--- src/hdl/arpc_pkg.sv ---
`default_nettype none
// ----------------------------------------------------------------------------
// arpc_pkg: shared types, constants and frame builder for the ARP core
// Holds the command format passed from front to back, ARP frame offsets
// and the byte-by-byte builder of outgoing 60-byte ARP frames.
// ----------------------------------------------------------------------------
package arpc_pkg;

  // Frame geometry
  localparam int FRAME_CAPTURE = 42;
  localparam int FRAME_OUT     = 60;
  localparam int POS_OP        = 21;
  localparam int POS_SND_MAC   = 22;
  localparam int POS_SND_IP    = 28;
  localparam int POS_TGT_IP    = 38;

  // ARP field values
  localparam logic [7:0]  ARP_OP_REQUEST = 8'h01;
  localparam logic [7:0]  ARP_OP_REPLY   = 8'h02;
  localparam logic [15:0] ETH_TYPE_ARP   = 16'h0806;
  localparam logic [15:0] ARP_HTYPE_ETH  = 16'h0001;
  localparam logic [15:0] ARP_PTYPE_IP   = 16'h0800;
  localparam logic [7:0]  ARP_HLEN       = 8'h06;
  localparam logic [7:0]  ARP_PLEN       = 8'h04;
  localparam logic [47:0] MAC_BCAST      = 48'hFFFF_FFFF_FFFF;

  // Input request codes
  localparam logic OPC_RX_BYTE = 1'b0;
  localparam logic OPC_RESOLVE = 1'b1;

  // Result kinds
  localparam logic KIND_FRAME  = 1'b0;
  localparam logic KIND_ANSWER = 1'b1;

  // Configuration register indexes
  localparam logic CFG_OWN_MAC = 1'b0;
  localparam logic CFG_OWN_IP  = 1'b1;

  // Command queue depth
  localparam int CMDQ_DEPTH = 2;

  typedef enum logic [1:0] {
    CMD_LOOKUP = 2'd0,
    CMD_INSERT = 2'd1,
    CMD_REPLY  = 2'd2
  } cmd_kind_t;

  typedef struct packed {
    cmd_kind_t   kind;
    logic [31:0] ip;
    logic [47:0] mac;
  } cmd_t;

  function automatic logic [7:0] mac_byte(logic [47:0] mac, logic [2:0] k);
    logic [7:0] b;
    case (k)
      3'd0:    b = mac[47:40];
      3'd1:    b = mac[39:32];
      3'd2:    b = mac[31:24];
      3'd3:    b = mac[23:16];
      3'd4:    b = mac[15:8];
      3'd5:    b = mac[7:0];
      default: b = 8'h00;
    endcase
    return b;
  endfunction

  function automatic logic [7:0] ip_byte(logic [31:0] ip, logic [1:0] k);
    logic [7:0] b;
    case (k)
      2'd0:    b = ip[31:24];
      2'd1:    b = ip[23:16];
      2'd2:    b = ip[15:8];
      default: b = ip[7:0];
    endcase
    return b;
  endfunction

  // One byte of an outgoing ARP frame; sender MAC is always own_mac and
  // the target MAC repeats the destination MAC.
  function automatic logic [7:0] frame_byte(logic [5:0] idx, logic [47:0] dst,
                                            logic [47:0] own_mac,
                                            logic [31:0] snd_ip,
                                            logic [31:0] tgt_ip,
                                            logic [7:0] op);
    logic [7:0] b;
    case (idx) inside
      [6'd0:6'd5]:   b = mac_byte(dst, 3'(idx));
      [6'd6:6'd11]:  b = mac_byte(own_mac, 3'(idx - 6'd6));
      6'd12:         b = ETH_TYPE_ARP[15:8];
      6'd13:         b = ETH_TYPE_ARP[7:0];
      6'd14:         b = ARP_HTYPE_ETH[15:8];
      6'd15:         b = ARP_HTYPE_ETH[7:0];
      6'd16:         b = ARP_PTYPE_IP[15:8];
      6'd17:         b = ARP_PTYPE_IP[7:0];
      6'd18:         b = ARP_HLEN;
      6'd19:         b = ARP_PLEN;
      6'd21:         b = op;
      [6'd22:6'd27]: b = mac_byte(own_mac, 3'(idx - 6'd22));
      [6'd28:6'd31]: b = ip_byte(snd_ip, 2'(idx - 6'd28));
      [6'd32:6'd37]: b = mac_byte(dst, 3'(idx - 6'd32));
      [6'd38:6'd41]: b = ip_byte(tgt_ip, 2'(idx - 6'd38));
      default:       b = 8'h00;
    endcase
    return b;
  endfunction

endpackage
`default_nettype wire

--- src/hdl/arp_responder_and_cache_core.sv ---
`default_nettype none
// ----------------------------------------------------------------------------
// arp_responder_and_cache_core: ARP responder with address cache
// Answers ARP requests for the own IP, learns senders of ARP replies and
// resolves IP addresses against the cache, broadcasting a request on a miss.
// ----------------------------------------------------------------------------
// Usage:
//   in_*  : one request per handshake; opcode 0 carries one received frame
//           byte (rx_last on the final byte), opcode 1 resolves query_ip.
//   out_* : kind 0 is one byte of an outgoing 60-byte frame (tx_last on the
//           last byte), kind 1 is a lookup answer with hit and found_mac.
//   cfg_* : index 0 writes own_mac, index 1 writes own_ip[31:0] of cfg_data;
//           always ready; write only while the core is quiet.
// Throughput: frame bytes are taken one per cycle. A frame that triggers
//   work and every lookup become commands in a two-entry queue; the front
//   stalls only while that queue is full.
// Order: a lookup scans the cache one entry per cycle through its single
//   read port; its answer is registered after the scan and a drain step,
//   once the result register is free, and an insert is written after the
//   same scan and drain. A transmitted frame streams 60 bytes, one per
//   cycle while out_ready holds.
// Stall: when out_ready is low the result register holds and the back end
//   waits; the front keeps taking bytes until the queue fills.
// Reset: rst_n low empties the cache, queue and byte counter and clears
//   own_mac and own_ip; no clearing pass is needed.
// ----------------------------------------------------------------------------
module arp_responder_and_cache_core import arpc_pkg::*; #(
  parameter int CACHE_ENTRIES = 16
) (
  input  logic        clk,
  input  logic        rst_n,
  // configuration writes
  input  logic        cfg_valid,
  output logic        cfg_ready,
  input  logic        cfg_index,
  input  logic [47:0] cfg_data,
  // request channel
  input  logic        in_valid,
  output logic        in_ready,
  input  logic        in_opcode,
  input  logic [7:0]  in_rx_byte,
  input  logic        in_rx_last,
  input  logic [31:0] in_query_ip,
  // result channel
  output logic        out_valid,
  input  logic        out_ready,
  output logic        out_kind,
  output logic [7:0]  out_tx_byte,
  output logic        out_tx_last,
  output logic        out_hit,
  output logic [47:0] out_found_mac
);

  logic [47:0] own_mac_r, own_mac_nxt;
  logic [31:0] own_ip_r, own_ip_nxt;

  logic fe_cmd_valid;
  logic fe_cmd_ready;
  cmd_t fe_cmd;
  logic be_cmd_valid;
  logic be_cmd_ready;
  cmd_t be_cmd;

  // Configuration registers
  assign cfg_ready = 1'b1;

  always_comb begin
    own_mac_nxt = own_mac_r;
    own_ip_nxt  = own_ip_r;
    if (cfg_valid) begin
      unique case (cfg_index)
        CFG_OWN_MAC: own_mac_nxt = cfg_data;
        CFG_OWN_IP:  own_ip_nxt  = cfg_data[31:0];
      endcase
    end
  end

  always_ff @(posedge clk) begin
    if (!rst_n) begin
      own_mac_r <= '0;
      own_ip_r  <= '0;
    end else begin
      own_mac_r <= own_mac_nxt;
      own_ip_r  <= own_ip_nxt;
    end
  end

  // Front: capture frame fields, classify frames and lookups
  arpc_front u_front (
    .clk         (clk),
    .rst_n       (rst_n),
    .own_ip      (own_ip_r),
    .in_valid    (in_valid),
    .in_ready    (in_ready),
    .in_opcode   (in_opcode),
    .in_rx_byte  (in_rx_byte),
    .in_rx_last  (in_rx_last),
    .in_query_ip (in_query_ip),
    .cmd_valid   (fe_cmd_valid),
    .cmd         (fe_cmd),
    .cmd_ready   (fe_cmd_ready)
  );

  // Queue: lets the front keep taking bytes while the back end is busy
  arpc_cmd_fifo u_cmd_fifo (
    .clk        (clk),
    .rst_n      (rst_n),
    .push_valid (fe_cmd_valid),
    .push_ready (fe_cmd_ready),
    .push_data  (fe_cmd),
    .pop_valid  (be_cmd_valid),
    .pop_ready  (be_cmd_ready),
    .pop_data   (be_cmd)
  );

  // Back: cache search, insertion and frame transmission
  arpc_back #(
    .CACHE_ENTRIES (CACHE_ENTRIES)
  ) u_back (
    .clk           (clk),
    .rst_n         (rst_n),
    .own_mac       (own_mac_r),
    .own_ip        (own_ip_r),
    .cmd_valid     (be_cmd_valid),
    .cmd_ready     (be_cmd_ready),
    .cmd           (be_cmd),
    .out_valid     (out_valid),
    .out_ready     (out_ready),
    .out_kind      (out_kind),
    .out_tx_byte   (out_tx_byte),
    .out_tx_last   (out_tx_last),
    .out_hit       (out_hit),
    .out_found_mac (out_found_mac)
  );

  // A taken miss answer is followed at once by the first request byte
  a_miss_then_frame: assert property (@(posedge clk) disable iff (!rst_n)
    out_valid && out_ready && (out_kind == KIND_ANSWER) && !out_hit
    |=> out_valid && (out_kind == KIND_FRAME))
    else $error("miss answer not followed by request frame");

  // Frame bytes stream without gaps until the last byte
  a_frame_no_gap: assert property (@(posedge clk) disable iff (!rst_n)
    out_valid && out_ready && (out_kind == KIND_FRAME) && !out_tx_last
    |=> out_valid && (out_kind == KIND_FRAME))
    else $error("outgoing frame interrupted");

  // The last byte flag belongs to frame bytes only
  a_last_on_frame: assert property (@(posedge clk) disable iff (!rst_n)
    out_valid && out_tx_last |-> (out_kind == KIND_FRAME) && !out_hit)
    else $error("tx_last on a lookup answer");

endmodule
`default_nettype wire

--- src/hdl/arpc_front.sv ---
`default_nettype none
// ----------------------------------------------------------------------------
// arpc_front: request intake and frame classifier
// Captures the ARP fields of received frames and turns frames and lookups
// into commands for the back end.
// ----------------------------------------------------------------------------
module arpc_front import arpc_pkg::*; (
  input  logic        clk,
  input  logic        rst_n,
  input  logic [31:0] own_ip,
  input  logic        in_valid,
  output logic        in_ready,
  input  logic        in_opcode,
  input  logic [7:0]  in_rx_byte,
  input  logic        in_rx_last,
  input  logic [31:0] in_query_ip,
  output logic        cmd_valid,
  output cmd_t        cmd,
  input  logic        cmd_ready
);

  logic [5:0]  byte_count_r, byte_count_nxt;
  logic [7:0]  op_r, op_nxt;
  logic [47:0] snd_mac_r, snd_mac_nxt;
  logic [31:0] snd_ip_r, snd_ip_nxt;
  logic [31:0] tgt_ip_r, tgt_ip_nxt;
  logic        accept;
  logic        is_byte;
  logic        capturing;
  logic        frame_ok;

  assign in_ready  = cmd_ready;
  assign accept    = in_valid && in_ready;
  assign is_byte   = (in_opcode == OPC_RX_BYTE);
  assign capturing = (byte_count_r < 6'(FRAME_CAPTURE));
  assign frame_ok  = in_rx_last && (byte_count_r >= 6'(FRAME_CAPTURE - 1));

  // Field values with the current byte merged in
  always_comb begin
    op_nxt      = op_r;
    snd_mac_nxt = snd_mac_r;
    snd_ip_nxt  = snd_ip_r;
    tgt_ip_nxt  = tgt_ip_r;
    if (capturing) begin
      if (byte_count_r == 6'(POS_OP)) begin
        op_nxt = in_rx_byte;
      end
      for (int i = 0; i < 6; i++) begin
        if (byte_count_r == 6'(POS_SND_MAC + i)) begin
          snd_mac_nxt[47 - 8 * i -: 8] = in_rx_byte;
        end
      end
      for (int i = 0; i < 4; i++) begin
        if (byte_count_r == 6'(POS_SND_IP + i)) begin
          snd_ip_nxt[31 - 8 * i -: 8] = in_rx_byte;
        end
        if (byte_count_r == 6'(POS_TGT_IP + i)) begin
          tgt_ip_nxt[31 - 8 * i -: 8] = in_rx_byte;
        end
      end
    end
  end

  // Classify
  always_comb begin
    cmd_valid = 1'b0;
    cmd       = '{kind: CMD_LOOKUP, ip: in_query_ip, mac: '0};
    if (is_byte) begin
      if (frame_ok && (op_nxt == ARP_OP_REQUEST) && (tgt_ip_nxt == own_ip)) begin
        cmd_valid = in_valid;
        cmd       = '{kind: CMD_REPLY, ip: snd_ip_nxt, mac: snd_mac_nxt};
      end else if (frame_ok && (op_nxt == ARP_OP_REPLY)) begin
        cmd_valid = in_valid;
        cmd       = '{kind: CMD_INSERT, ip: snd_ip_nxt, mac: snd_mac_nxt};
      end
    end else begin
      cmd_valid = in_valid;
    end
  end

  always_comb begin
    byte_count_nxt = byte_count_r;
    if (accept && is_byte) begin
      if (in_rx_last) begin
        byte_count_nxt = '0;
      end else if (capturing) begin
        byte_count_nxt = byte_count_r + 6'd1;
      end
    end
  end

  always_ff @(posedge clk) begin
    if (!rst_n) begin
      byte_count_r <= '0;
    end else begin
      byte_count_r <= byte_count_nxt;
    end
  end

  always_ff @(posedge clk) begin
    if (accept && is_byte) begin
      op_r      <= op_nxt;
      snd_mac_r <= snd_mac_nxt;
      snd_ip_r  <= snd_ip_nxt;
      tgt_ip_r  <= tgt_ip_nxt;
    end
  end

endmodule
`default_nettype wire

--- src/hdl/arpc_cmd_fifo.sv ---
`default_nettype none
// ----------------------------------------------------------------------------
// arpc_cmd_fifo: short command queue between front and back
// Decouples frame intake from cache search and frame transmission.
// ----------------------------------------------------------------------------
module arpc_cmd_fifo import arpc_pkg::*; (
  input  logic clk,
  input  logic rst_n,
  input  logic push_valid,
  output logic push_ready,
  input  cmd_t push_data,
  output logic pop_valid,
  input  logic pop_ready,
  output cmd_t pop_data
);

  localparam int PTR_W = (CMDQ_DEPTH > 1) ? $clog2(CMDQ_DEPTH) : 1;
  localparam int CNT_W = $clog2(CMDQ_DEPTH + 1);
  localparam logic [PTR_W-1:0] PTR_LAST = PTR_W'(CMDQ_DEPTH - 1);

  cmd_t             slot_r [CMDQ_DEPTH];
  logic [PTR_W-1:0] wr_ptr_r, wr_ptr_nxt;
  logic [PTR_W-1:0] rd_ptr_r, rd_ptr_nxt;
  logic [CNT_W-1:0] count_r, count_nxt;
  logic             do_push;
  logic             do_pop;

  assign push_ready = (count_r != CNT_W'(CMDQ_DEPTH));
  assign pop_valid  = (count_r != '0);
  assign pop_data   = slot_r[rd_ptr_r];
  assign do_push    = push_valid && push_ready;
  assign do_pop     = pop_valid && pop_ready;

  always_comb begin
    wr_ptr_nxt = wr_ptr_r;
    rd_ptr_nxt = rd_ptr_r;
    count_nxt  = count_r;
    if (do_push) begin
      wr_ptr_nxt = (wr_ptr_r == PTR_LAST) ? '0 : wr_ptr_r + PTR_W'(1);
    end
    if (do_pop) begin
      rd_ptr_nxt = (rd_ptr_r == PTR_LAST) ? '0 : rd_ptr_r + PTR_W'(1);
    end
    if (do_push && !do_pop) begin
      count_nxt = count_r + CNT_W'(1);
    end else if (do_pop && !do_push) begin
      count_nxt = count_r - CNT_W'(1);
    end
  end

  always_ff @(posedge clk) begin
    if (!rst_n) begin
      wr_ptr_r <= '0;
      rd_ptr_r <= '0;
      count_r  <= '0;
    end else begin
      wr_ptr_r <= wr_ptr_nxt;
      rd_ptr_r <= rd_ptr_nxt;
      count_r  <= count_nxt;
    end
  end

  always_ff @(posedge clk) begin
    if (do_push) begin
      slot_r[wr_ptr_r] <= push_data;
    end
  end

endmodule
`default_nettype wire

--- src/hdl/arpc_back.sv ---
`default_nettype none
// ----------------------------------------------------------------------------
// arpc_back: cache search, insertion and frame transmitter
// Scans the address cache one entry per cycle, inserts learned entries and
// drives the registered result stage.
// ----------------------------------------------------------------------------
module arpc_back import arpc_pkg::*; #(
  parameter int CACHE_ENTRIES = 16
) (
  input  logic        clk,
  input  logic        rst_n,
  input  logic [47:0] own_mac,
  input  logic [31:0] own_ip,
  input  logic        cmd_valid,
  output logic        cmd_ready,
  input  cmd_t        cmd,
  output logic        out_valid,
  input  logic        out_ready,
  output logic        out_kind,
  output logic [7:0]  out_tx_byte,
  output logic        out_tx_last,
  output logic        out_hit,
  output logic [47:0] out_found_mac
);

  localparam int IDX_W = (CACHE_ENTRIES > 1) ? $clog2(CACHE_ENTRIES) : 1;
  localparam logic [IDX_W-1:0] IDX_LAST = IDX_W'(CACHE_ENTRIES - 1);

  typedef enum logic [4:0] {
    S_IDLE   = 5'b00001,
    S_SCAN   = 5'b00010,
    S_DRAIN  = 5'b00100,
    S_DECIDE = 5'b01000,
    S_TX     = 5'b10000
  } state_t;

  state_t                   state_r, state_nxt;
  cmd_t                     cmd_r, cmd_nxt;
  logic [IDX_W-1:0]         scan_idx_r, scan_idx_nxt;
  logic [IDX_W-1:0]         ptr_r, ptr_nxt;
  logic [CACHE_ENTRIES-1:0] vld_r;
  logic [31:0]              entry_ip_mem  [CACHE_ENTRIES];
  logic [47:0]              entry_mac_mem [CACHE_ENTRIES];
  logic                     rd_live_r;
  logic                     rd_vld_r;
  logic [31:0]              rd_ip_r;
  logic [47:0]              rd_mac_r;
  logic                     hit_r, hit_nxt;
  logic [47:0]              hit_mac_r, hit_mac_nxt;
  logic [5:0]               tx_idx_r, tx_idx_nxt;
  logic                     ins_we;
  logic                     match;
  logic                     slot_free;
  logic [47:0]              tx_dst;
  logic [7:0]               tx_op;

  logic        out_valid_r, out_valid_nxt;
  logic        out_kind_r, out_kind_nxt;
  logic [7:0]  out_tx_byte_r, out_tx_byte_nxt;
  logic        out_tx_last_r, out_tx_last_nxt;
  logic        out_hit_r, out_hit_nxt;
  logic [47:0] out_found_mac_r, out_found_mac_nxt;
  logic        out_load;

  assign cmd_ready = (state_r == S_IDLE);
  assign slot_free = !out_valid_r || out_ready;
  assign match     = rd_live_r && rd_vld_r && (rd_ip_r == cmd_r.ip);
  assign tx_dst    = (cmd_r.kind == CMD_REPLY) ? cmd_r.mac : MAC_BCAST;
  assign tx_op     = (cmd_r.kind == CMD_REPLY) ? ARP_OP_REPLY : ARP_OP_REQUEST;

  always_comb begin
    state_nxt         = state_r;
    cmd_nxt           = cmd_r;
    scan_idx_nxt      = scan_idx_r;
    ptr_nxt           = ptr_r;
    hit_nxt           = hit_r;
    hit_mac_nxt       = hit_mac_r;
    tx_idx_nxt        = tx_idx_r;
    ins_we            = 1'b0;
    out_load          = 1'b0;
    out_kind_nxt      = out_kind_r;
    out_tx_byte_nxt   = out_tx_byte_r;
    out_tx_last_nxt   = out_tx_last_r;
    out_hit_nxt       = out_hit_r;
    out_found_mac_nxt = out_found_mac_r;

    // Keep the first matching entry
    if (match && !hit_r) begin
      hit_nxt     = 1'b1;
      hit_mac_nxt = rd_mac_r;
    end

    unique case (state_r)
      S_IDLE: begin
        if (cmd_valid) begin
          cmd_nxt      = cmd;
          hit_nxt      = 1'b0;
          scan_idx_nxt = '0;
          tx_idx_nxt   = '0;
          state_nxt    = (cmd.kind == CMD_REPLY) ? S_TX : S_SCAN;
        end
      end
      S_SCAN: begin
        if (scan_idx_r == IDX_LAST) begin
          state_nxt = S_DRAIN;
        end else begin
          scan_idx_nxt = scan_idx_r + IDX_W'(1);
        end
      end
      S_DRAIN: begin
        state_nxt = S_DECIDE;
      end
      S_DECIDE: begin
        if (cmd_r.kind == CMD_INSERT) begin
          if (!hit_r) begin
            ins_we  = 1'b1;
            ptr_nxt = (ptr_r == IDX_LAST) ? '0 : ptr_r + IDX_W'(1);
          end
          state_nxt = S_IDLE;
        end else if (slot_free) begin
          out_load          = 1'b1;
          out_kind_nxt      = KIND_ANSWER;
          out_tx_byte_nxt   = 8'h00;
          out_tx_last_nxt   = 1'b0;
          out_hit_nxt       = hit_r;
          out_found_mac_nxt = hit_r ? hit_mac_r : '0;
          state_nxt         = hit_r ? S_IDLE : S_TX;
        end
      end
      S_TX: begin
        if (slot_free) begin
          out_load          = 1'b1;
          out_kind_nxt      = KIND_FRAME;
          out_tx_byte_nxt   = frame_byte(tx_idx_r, tx_dst, own_mac, own_ip,
                                         cmd_r.ip, tx_op);
          out_tx_last_nxt   = (tx_idx_r == 6'(FRAME_OUT - 1));
          out_hit_nxt       = 1'b0;
          out_found_mac_nxt = '0;
          if (tx_idx_r == 6'(FRAME_OUT - 1)) begin
            state_nxt = S_IDLE;
          end else begin
            tx_idx_nxt = tx_idx_r + 6'd1;
          end
        end
      end
      default: begin
        state_nxt = S_IDLE;
      end
    endcase
  end

  always_comb begin
    if (out_load) begin
      out_valid_nxt = 1'b1;
    end else if (out_ready) begin
      out_valid_nxt = 1'b0;
    end else begin
      out_valid_nxt = out_valid_r;
    end
  end

  always_ff @(posedge clk) begin
    if (!rst_n) begin
      state_r     <= S_IDLE;
      ptr_r       <= '0;
      vld_r       <= '0;
      rd_live_r   <= 1'b0;
      out_valid_r <= 1'b0;
    end else begin
      state_r     <= state_nxt;
      ptr_r       <= ptr_nxt;
      rd_live_r   <= (state_r == S_SCAN);
      out_valid_r <= out_valid_nxt;
      if (ins_we) begin
        vld_r[ptr_r] <= 1'b1;
      end
    end
  end

  always_ff @(posedge clk) begin
    cmd_r           <= cmd_nxt;
    scan_idx_r      <= scan_idx_nxt;
    hit_r           <= hit_nxt;
    hit_mac_r       <= hit_mac_nxt;
    tx_idx_r        <= tx_idx_nxt;
    rd_vld_r        <= vld_r[scan_idx_r];
    out_kind_r      <= out_kind_nxt;
    out_tx_byte_r   <= out_tx_byte_nxt;
    out_tx_last_r   <= out_tx_last_nxt;
    out_hit_r       <= out_hit_nxt;
    out_found_mac_r <= out_found_mac_nxt;
  end

  // Cache storage: one write port, one registered read port
  always_ff @(posedge clk) begin
    if (ins_we) begin
      entry_ip_mem[ptr_r]  <= cmd_r.ip;
      entry_mac_mem[ptr_r] <= cmd_r.mac;
    end
    rd_ip_r  <= entry_ip_mem[scan_idx_r];
    rd_mac_r <= entry_mac_mem[scan_idx_r];
  end

  assign out_valid     = out_valid_r;
  assign out_kind      = out_kind_r;
  assign out_tx_byte   = out_tx_byte_r;
  assign out_tx_last   = out_tx_last_r;
  assign out_hit       = out_hit_r;
  assign out_found_mac = out_found_mac_r;

endmodule
`default_nettype wire
--- config.mk ---
export PLATFORM = sky130hd
export DESIGN_NAME = arp_responder_and_cache_core
export DESIGN_NICKNAME = d
export VERILOG_FILES = /design/src/hdl/arpc_pkg.sv /design/src/hdl/arp_responder_and_cache_core.sv /design/src/hdl/arpc_front.sv /design/src/hdl/arpc_cmd_fifo.sv /design/src/hdl/arpc_back.sv
export SDC_FILE = /design/constraint.sdc
export NUM_CORES = 2
export LEC_CHECK = 0
export BUFFER_PORTS_ARGS = -buffer_cell sky130_fd_sc_hd__buf_4
export CAP_MARGIN = 15
export CORE_MARGIN = 4
export CORE_UTILIZATION = 45
export DETAILED_ROUTE_END_ITERATION = 10
export GPL_TIMING_DRIVEN = 0
export SYNTH_ARGS = -nofsm -noshare
export SYNTH_HDL_FRONTEND = slang
export SYNTH_SLANG_ARGS = --single-unit
--- constraint.sdc ---
create_clock -name clk -period 9.4 [get_ports clk]
set_clock_uncertainty 0.1 [all_clocks]
set_input_delay 1.41 -clock clk [delete_from_list [all_inputs] [get_ports clk]]
set_output_delay 1.41 -clock clk [all_outputs]
set_load 0.005 [all_outputs]
---- After elaboration in Yosys (flattened, before gate mapping) ----
Memories as Yosys holds them, arrays and structs flattened. A register that Yosys moved wholly into a read port is not among the register bits.
Cells that the tools add are included.
storage, ports and cells
  bits in registers ....................... 438
  bits in writable memories ............... 1444
  input port bits ......................... 96
  output and inout port bits .............. 62
  logic and storage cells ................. 296
  memories kept ........................... 3
operators by class
  add/sub/neg operators ................... 13
  $lt $le $gt $ge ......................... 17
  equal/unequal tests ..................... 73
  muxes and demuxes ....................... 111
  bitwise gates (word level) .............. 4
  reductions and logical operators ........ 47
memories
  name                  words  bits a word  rd ports  clocked after memory_dff  wr ports  RTL line             RTL
  u_back.entry_mac_mem  16     48           1         1                         1         arpc_back.sv:43      logic [47:0] entry_mac_mem [CACHE_ENTRIES];
  u_back.entry_ip_mem   16     32           1         1                         1         arpc_back.sv:42      logic [31:0] entry_ip_mem [CACHE_ENTRIES];
  u_cmd_fifo.slot_r     2      82           1         1                         1         arpc_cmd_fifo.sv:21  cmd_t slot_r [CMDQ_DEPTH];
operators with widths
  cell                                                                    count
  48-bit 2-to-1 mux                                                       6
  8-bit 2-to-1 mux                                                        34
  8-bit one-hot mux with 6 select lines                                   4
  82-bit 2-to-1 mux                                                       2
  6-bit by 5-bit equality test with 1-bit output (second input constant)  16
  48-bit one-hot mux with 2 select lines                                  1
  81-bit 2-to-1 mux                                                       1
  32-bit equality test                                                    2
  32-bit 2-to-1 mux                                                       2
  8-bit one-hot mux with 3 select lines                                   2
  5-bit 2-to-1 mux                                                        8
  6-bit equality test (second input constant)                             5
  1-bit 2-to-1 mux                                                        30
  6-bit 2-to-1 mux                                                        5
  5-bit one-hot mux with 5 select lines                                   1
  3-bit by 2-bit equality test with 1-bit output (second input constant)  8
  3-bit equality test (second input constant)                             8
  6-bit by 4-bit equality test with 1-bit output (second input constant)  4
  1-bit logical AND                                                       20
  6-bit greater-or-equal comparator (second input constant)               3
  16-bit OR                                                               1
  8-bit one-hot mux with 2 select lines                                   1
  2-bit nonzero test                                                      7
  6-bit by 1-bit adder with 6-bit output (second input constant)          2
  47 further kinds                                                        92

---- Depth between registers and ports, before layout ----
  depth in word-level cells ............... 20
  depth in mapped cells ................... 15

---- By module ----
Synthesis repeated with hierarchy kept, for this count alone.
second synthesis, totals
  cell total of the unflattened synthesis .. 3886
  area, all modules ....................... 76362.0 um2
by module, submodules not included
  module                        instances  cells each  area each (um2)  seq. area each (um2)
  arpc_back                     1          2641        59788.6          46594.7
  arpc_front                    1          650         7330.8           3723.6
  arpc_cmd_fifo                 1          279         6155.9           5024.8
  arp_responder_and_cache_core  1          316         3086.7           1601.5

---- Least setup slack after synthesis ----
OpenSTA, ideal clock, no wires.
  kind .................................... input-to-reg
  start ................................... input port in_valid
  end ..................................... register u_front.byte_count_r[1]
  setup time .............................. 0.065 ns
  data arrival time ....................... 7.628 ns
  path slack .............................. 1.607 ns
  cell stages on the path ................. 5
  path through ............................ nand2_1 nor2_1 nand2_1 o32a_1 nor2_1
on the way
  cells in the longest elaborated chain, start to end .. 3
ends and longest elaborated chain
  what                           RTL line                            RTL
  start, declared                arp_responder_and_cache_core.sv:38  input logic in_valid,
  1-bit logical AND              arpc_front.sv:33                    assign accept = in_valid && in_ready;
  1-bit logical AND              arpc_front.sv:83                    if (accept && is_byte) begin
  2-bit AND reduction (no line)  -
  end signal, assigned           arpc_front.sv:96                    byte_count_r <= byte_count_nxt;
  end, declared                  arpc_front.sv:22                    logic [5:0] byte_count_r, byte_count_nxt;
Every way passes these cells.
A chain may end at the register's enable or synchronous reset.

---- Final worst setup path ----
  start ................................... register u_back.tx_idx_r[1]
  end ..................................... register u_back.out_tx_byte_r[5], in the netlist u_back.out_tx_byte[5], data pin
on the way
  cells in the longest elaborated chain, start to end .. 20
  elaborated cells on any way between the ends .. 85
  classes of those cells .................. add/sub: 5; order compare: 12; eq/ne: 33; mux: 23; reduce/logical: 12
ends and longest elaborated chain
  what                                                                                  RTL line          RTL
  start, declared                                                                       arpc_back.sv:50   logic [5:0] tx_idx_r, tx_idx_nxt;
  start signal, assigned                                                                arpc_back.sv:185  tx_idx_r <= tx_idx_nxt;
  branches (longest 17 deep; another with 3-bit by 1-bit subtractor with 3-bit output)  -
  8-bit 2-to-1 mux (*)                                                                  arpc_pkg.sv:87    case (idx) inside
  8-bit 2-to-1 mux (*)                                                                  arpc_back.sv:131  if (slot_free) begin
  8-bit one-hot mux with 2 select lines (*)                                             arpc_back.sv:93   unique case (state_r)
  end signal, assigned                                                                  arpc_back.sv:188  out_tx_byte_r <= out_tx_byte_nxt;
  end, declared                                                                         arpc_back.sv:59   logic [7:0] out_tx_byte_r, out_tx_byte_nxt;
Mark *: on every way between the ends. The select of a mux whose other input is x is not followed.

==> results.py <==
metrics = {
    "layout": {
        "layout-drive-gt1-share_pct": 26.2,
        "nNetsFinal": 4559,
        "fillerInstances": 13200,
        "multi_input_area_sq_um": 17700,
        "seq_area_sq_um": 56900,
        "stdcell_count": 6817,
        "num_antenna_cells": 0,
        "area_growth_pct": 17.1,
    },
    "clock_tree": {
        "cts_htree_levels": 4,
        "cts-resized-gates": 0,
        "cts_buffers": 199,
        "cts_hold_buf": 0,
        "cts_tree": "yes",
        "cts-root-buf": "clkbuf_16",
        "clk_path_buf_depth": 3,
        "post-cts-setup-buffers": 0,
        "path_clk_slew_ns": 0.06,
        "cts.sinks": 1963,
        "insertion_delay_ns": 0.83,
    },
    "placement": {
        "io_buffers": 154,
        "dp_hpwl_mm": 138,
        "post-place-ws_ns": 3.45,
        "dp.cells": 6423,
        "gp_congestion": 0.954,
    },
    "setup_path": {
        "worstPathMaxFanout": 10,
        "r2r_setup_slack_ns": 4.05,
        "start_kind": "flip-flop",
        "path_cells": "inv_1, ha_1, clkbuf_1, clkbuf_1, clkbuf_1, a222oi_1, o21ai_0, a22oi_1, nand2_1, a221oi_1, nor2_1",
        "worstPathRequired_ns": 9.82,
        "cp-end-kind": "flip-flop",
        "cpMostUsedCell": "clkbuf_1",
        "slowest_stage": "clkbuf_1",
        "crit_type": "flip-flop to flip-flop",
        "r2r_cells": 11,
        "rr_startpoint": "u_back.tx_idx_r[1]",
        "reg2reg_to": "u_back.out_tx_byte[5]",
        "crit_arrival_ns": 5.77,
        "slowest_delay_ns": 0.71,
    },
    "sta": {
        "rsz0062_at_grt": "no",
        "worst_pin_slew_ns": 1.24,
        "holdWs_ns": 0.302,
        "fmax_mhz": 187,
        "post-route-period-util_pct": 56.9,
        "hold_viol_final": 0,
        "fin_tns_setup_ns": 0,
        "fin_crit_ns": 5.35,
        "maxSlewHeadroom_pct": 17.6,
        "setup_viol": 0,
        "layout_setup_ws_ns": 4.05,
        "slew_violations": 0,
    },
    "power_and_ir_drop": {
        "p_sw_uw": 7180,
        "finalPower_uw": 24600,
        "netSwitchingFraction_pct": 29.1,
        "clockPowerShare_pct": 31.3,
        "internal_power_uw": 17500,
        "peakVddDrop_mv": 0.234,
        "total_leakage_power_uw": 0.0287,
        "sequentialPowerShare_pct": 46.2,
        "power_frac_comb_pct": 22.4,
        "power.density_nw_per_um2": 278,
    },
    "synth": {
        "yosysWarnings": 0,
        "ys_types": 78,
        "syn_nets": 4059,
        "synthesis.instances": 3941,
        "synthFlopType": "edfxtp_1",
        "syn_avg_cell_area_sq_um": 19.2,
        "ys_ff_latch": 1963,
        "synthArstFlopShare_pct": 0,
        "synth-edff-count": 1763,
        "seq_area_frac_synth_pct": 75.3,
        "synthesis.area_sq_um": 75600,
    },
    "min_path": {
        "hold_path_class": "flip-flop to flip-flop",
        "whs_endpoint": "u_back.hit_mac_r[9]",
        "hp-start": "u_back.rd_mac_r[9]",
        "min_path_cells": 0,
    },
    "detailed_routing": {
        "drtAntennaViolNets": 0,
        "wirelength_mm": 203,
        "vias_per_cell": 5.82,
        "avgRoutedWirePerCell_um": 29.8,
        "firstDrtPassIters": 6,
        "drt_iter0_drc": 4538,
        "drc": 0,
        "routed-via-count": 39700,
    },
    "floorplanning": {
        "initial_core_util_pct": 45.3,
        "dieArea_sq_um": 175000,
        "core_area_sq_um": 167000,
        "io_pins": 158,
        "die_w_um": 418,
        "fp.dieH_um": 418,
        "rows": 150,
    },
    "global_route": {
        "grt_pass1_vias": 39900,
        "antenna_found_initial": 10,
        "gr-total-overflow": 0,
        "grt_max_degree": 51,
        "grt_pass1_wl_mm": 291,
        "grtUsageTotal_pct": 23.4,
    },
    "run": {
        "maxCapViolations": 0,
    },
    "status": {
        "status": "completed",
    },
}
layout make-up:
class | instances | share of cell area (%)
clock buffer | 274 | 6.21
clock inverter | 99 | 1.01
buffer | 217 | 1.05
tap | 2204 | 3.12
inverter | 34 | 0.144
multi-input combinational | 1727 | 20.1
sequential | 1963 | 64.3
timing repair buffer | 299 | 4.06
worst max path at each step:
stage / cells past startpoint / end / startpoint / slack [ns]
detailed placement: 11 / u_cmd_fifo.slot_r[0][37] / in_rx_byte[7] / 3.45
finish: 11 / u_back.out_tx_byte[5] / u_back.tx_idx_r[1] / 4.05
CTS: 11 / u_back.out_tx_byte[7] / u_back.tx_idx_r[1] / 4.17
global route: 11 / u_back.out_tx_byte[4] / u_back.tx_idx_r[1] / 3.90
floorplan: 5 / u_front.byte_count_r[1] / in_valid / 1.61
global placement: 3 / u_back.entry_ip_mem[2][28] / u_back.hit_r / -7.16
cells by family after synthesis:
logic type	share of synthesized area, %
compound gates	3.32
xor+xnor	0.591
fa+ha+maj	0.364
buf+inv	1.40
flops	75.3
mux	14.7
other cells	0.00496
simple gates	4.27
layer usage:
| layer | vias up | GRT usage, % | wire, um |
|---|---|---|---|
| met2 | 1656 | 37.8 | 98100 |
| met5 | - | 0 | 0 |
| li1 | 16900 | - | - |
| met4 | 0 | 8.99 | 8150 |
| met1 | 20800 | 32.3 | 83100 |
| met3 | 343 | 3.49 | 13600 |
cells in the mapped netlist (7+ instances only):
| cell | instances | area [sq um] |
|---|---|---|
| mux2_4 | 32 | 480 |
| inv_1 | 32 | 120 |
| xor2_1 | 38 | 333 |
| xnor2_1 | 13 | 114 |
| nand2_1 | 295 | 1110 |
| nor3_1 | 15 | 75.1 |
| nor2_1 | 102 | 383 |
| a22oi_1 | 19 | 143 |
| mux2_2 | 132 | 1490 |
| ha_1 | 22 | 275 |
| nand4_1 | 14 | 87.6 |
| a222oi_1 | 20 | 200 |
| nor2b_1 | 66 | 413 |
| o2111ai_1 | 8 | 70.1 |
| clkbuf_1 | 166 | 623 |
| nand2b_1 | 22 | 138 |
| o21ai_0 | 148 | 741 |
| edfxtp_1 | 1763 | 52900 |
| nor4_1 | 13 | 81.3 |
| nand3_1 | 41 | 205 |
| a31oi_1 | 12 | 75.1 |
| mux4_2 | 405 | 9120 |
| o22ai_1 | 8 | 50.1 |
| and3_1 | 57 | 357 |
| buf_4 | 7 | 52.6 |
| a221oi_1 | 9 | 78.8 |
| buf_1 | 32 | 120 |
| o211ai_1 | 11 | 82.6 |
| dfxtp_1 | 200 | 4000 |
| a21oi_1 | 129 | 646 |
stage by stage:
step           instance area (sq um)  utilization [%]
6_report                       88500             53.0
5_1_grt                        88500             53.0
4_1_cts                        88200             52.8
3_5_place_dp                   81800             49.0
3_3_place_gp                   79500             47.6
2_1_floorplan                  75600                -
flip-flops by register name, indices dropped and copies added (netlist names), 8 cells and up, named ones only:
name	cells
u_back.rd_mac_r	48
u_back.cmd_r	82
u_back.out_tx_byte	8
own_mac_r	48
u_front.tgt_ip_r	32
u_back.entry_ip_mem	512
u_front.snd_mac_r	48
u_cmd_fifo.slot_r	164
u_back.hit_mac_r	48
u_front.snd_ip_r	32
u_front.op_r	8
own_ip_r	32
u_back.rd_ip_r	32
u_back.vld_r	16
u_back.entry_mac_mem	768
u_back.out_found_mac	48
power by group through the flow:
stage               registers (uW)  logic [uW]  clock network, uW
floorplan                    11100        3560                  0
global placement             11600        5310                  0
detailed placement           11500        5430                  0
CTS                          11400        5450               7860
global route                 11400        5870               8240
finish                       11400        5530               7720
placed cells by master, fill, tap and decap left out, drive strengths merged, types with 66 or more instances in the layout:
cell type / n
buf: 350
mux4: 405
edfxtp: 1763
nor2: 102
a21oi: 129
dfxtp: 200
o21ai: 152
clkinv: 76
mux2: 164
clkbuf: 440
nor2b: 66
nand2: 295
critical path, delay by kind of cell (launching register included):
family,cells,cell delay [ns]
adders and majority gates,1,0.46
DFF,1,0.53
and+or+nand+nor,2,0.71
AOI/OAI and AO/OA,4,0.96
buffers and inverters,4,2.26
No activity file was read; power rests on OpenSTA's default activity.
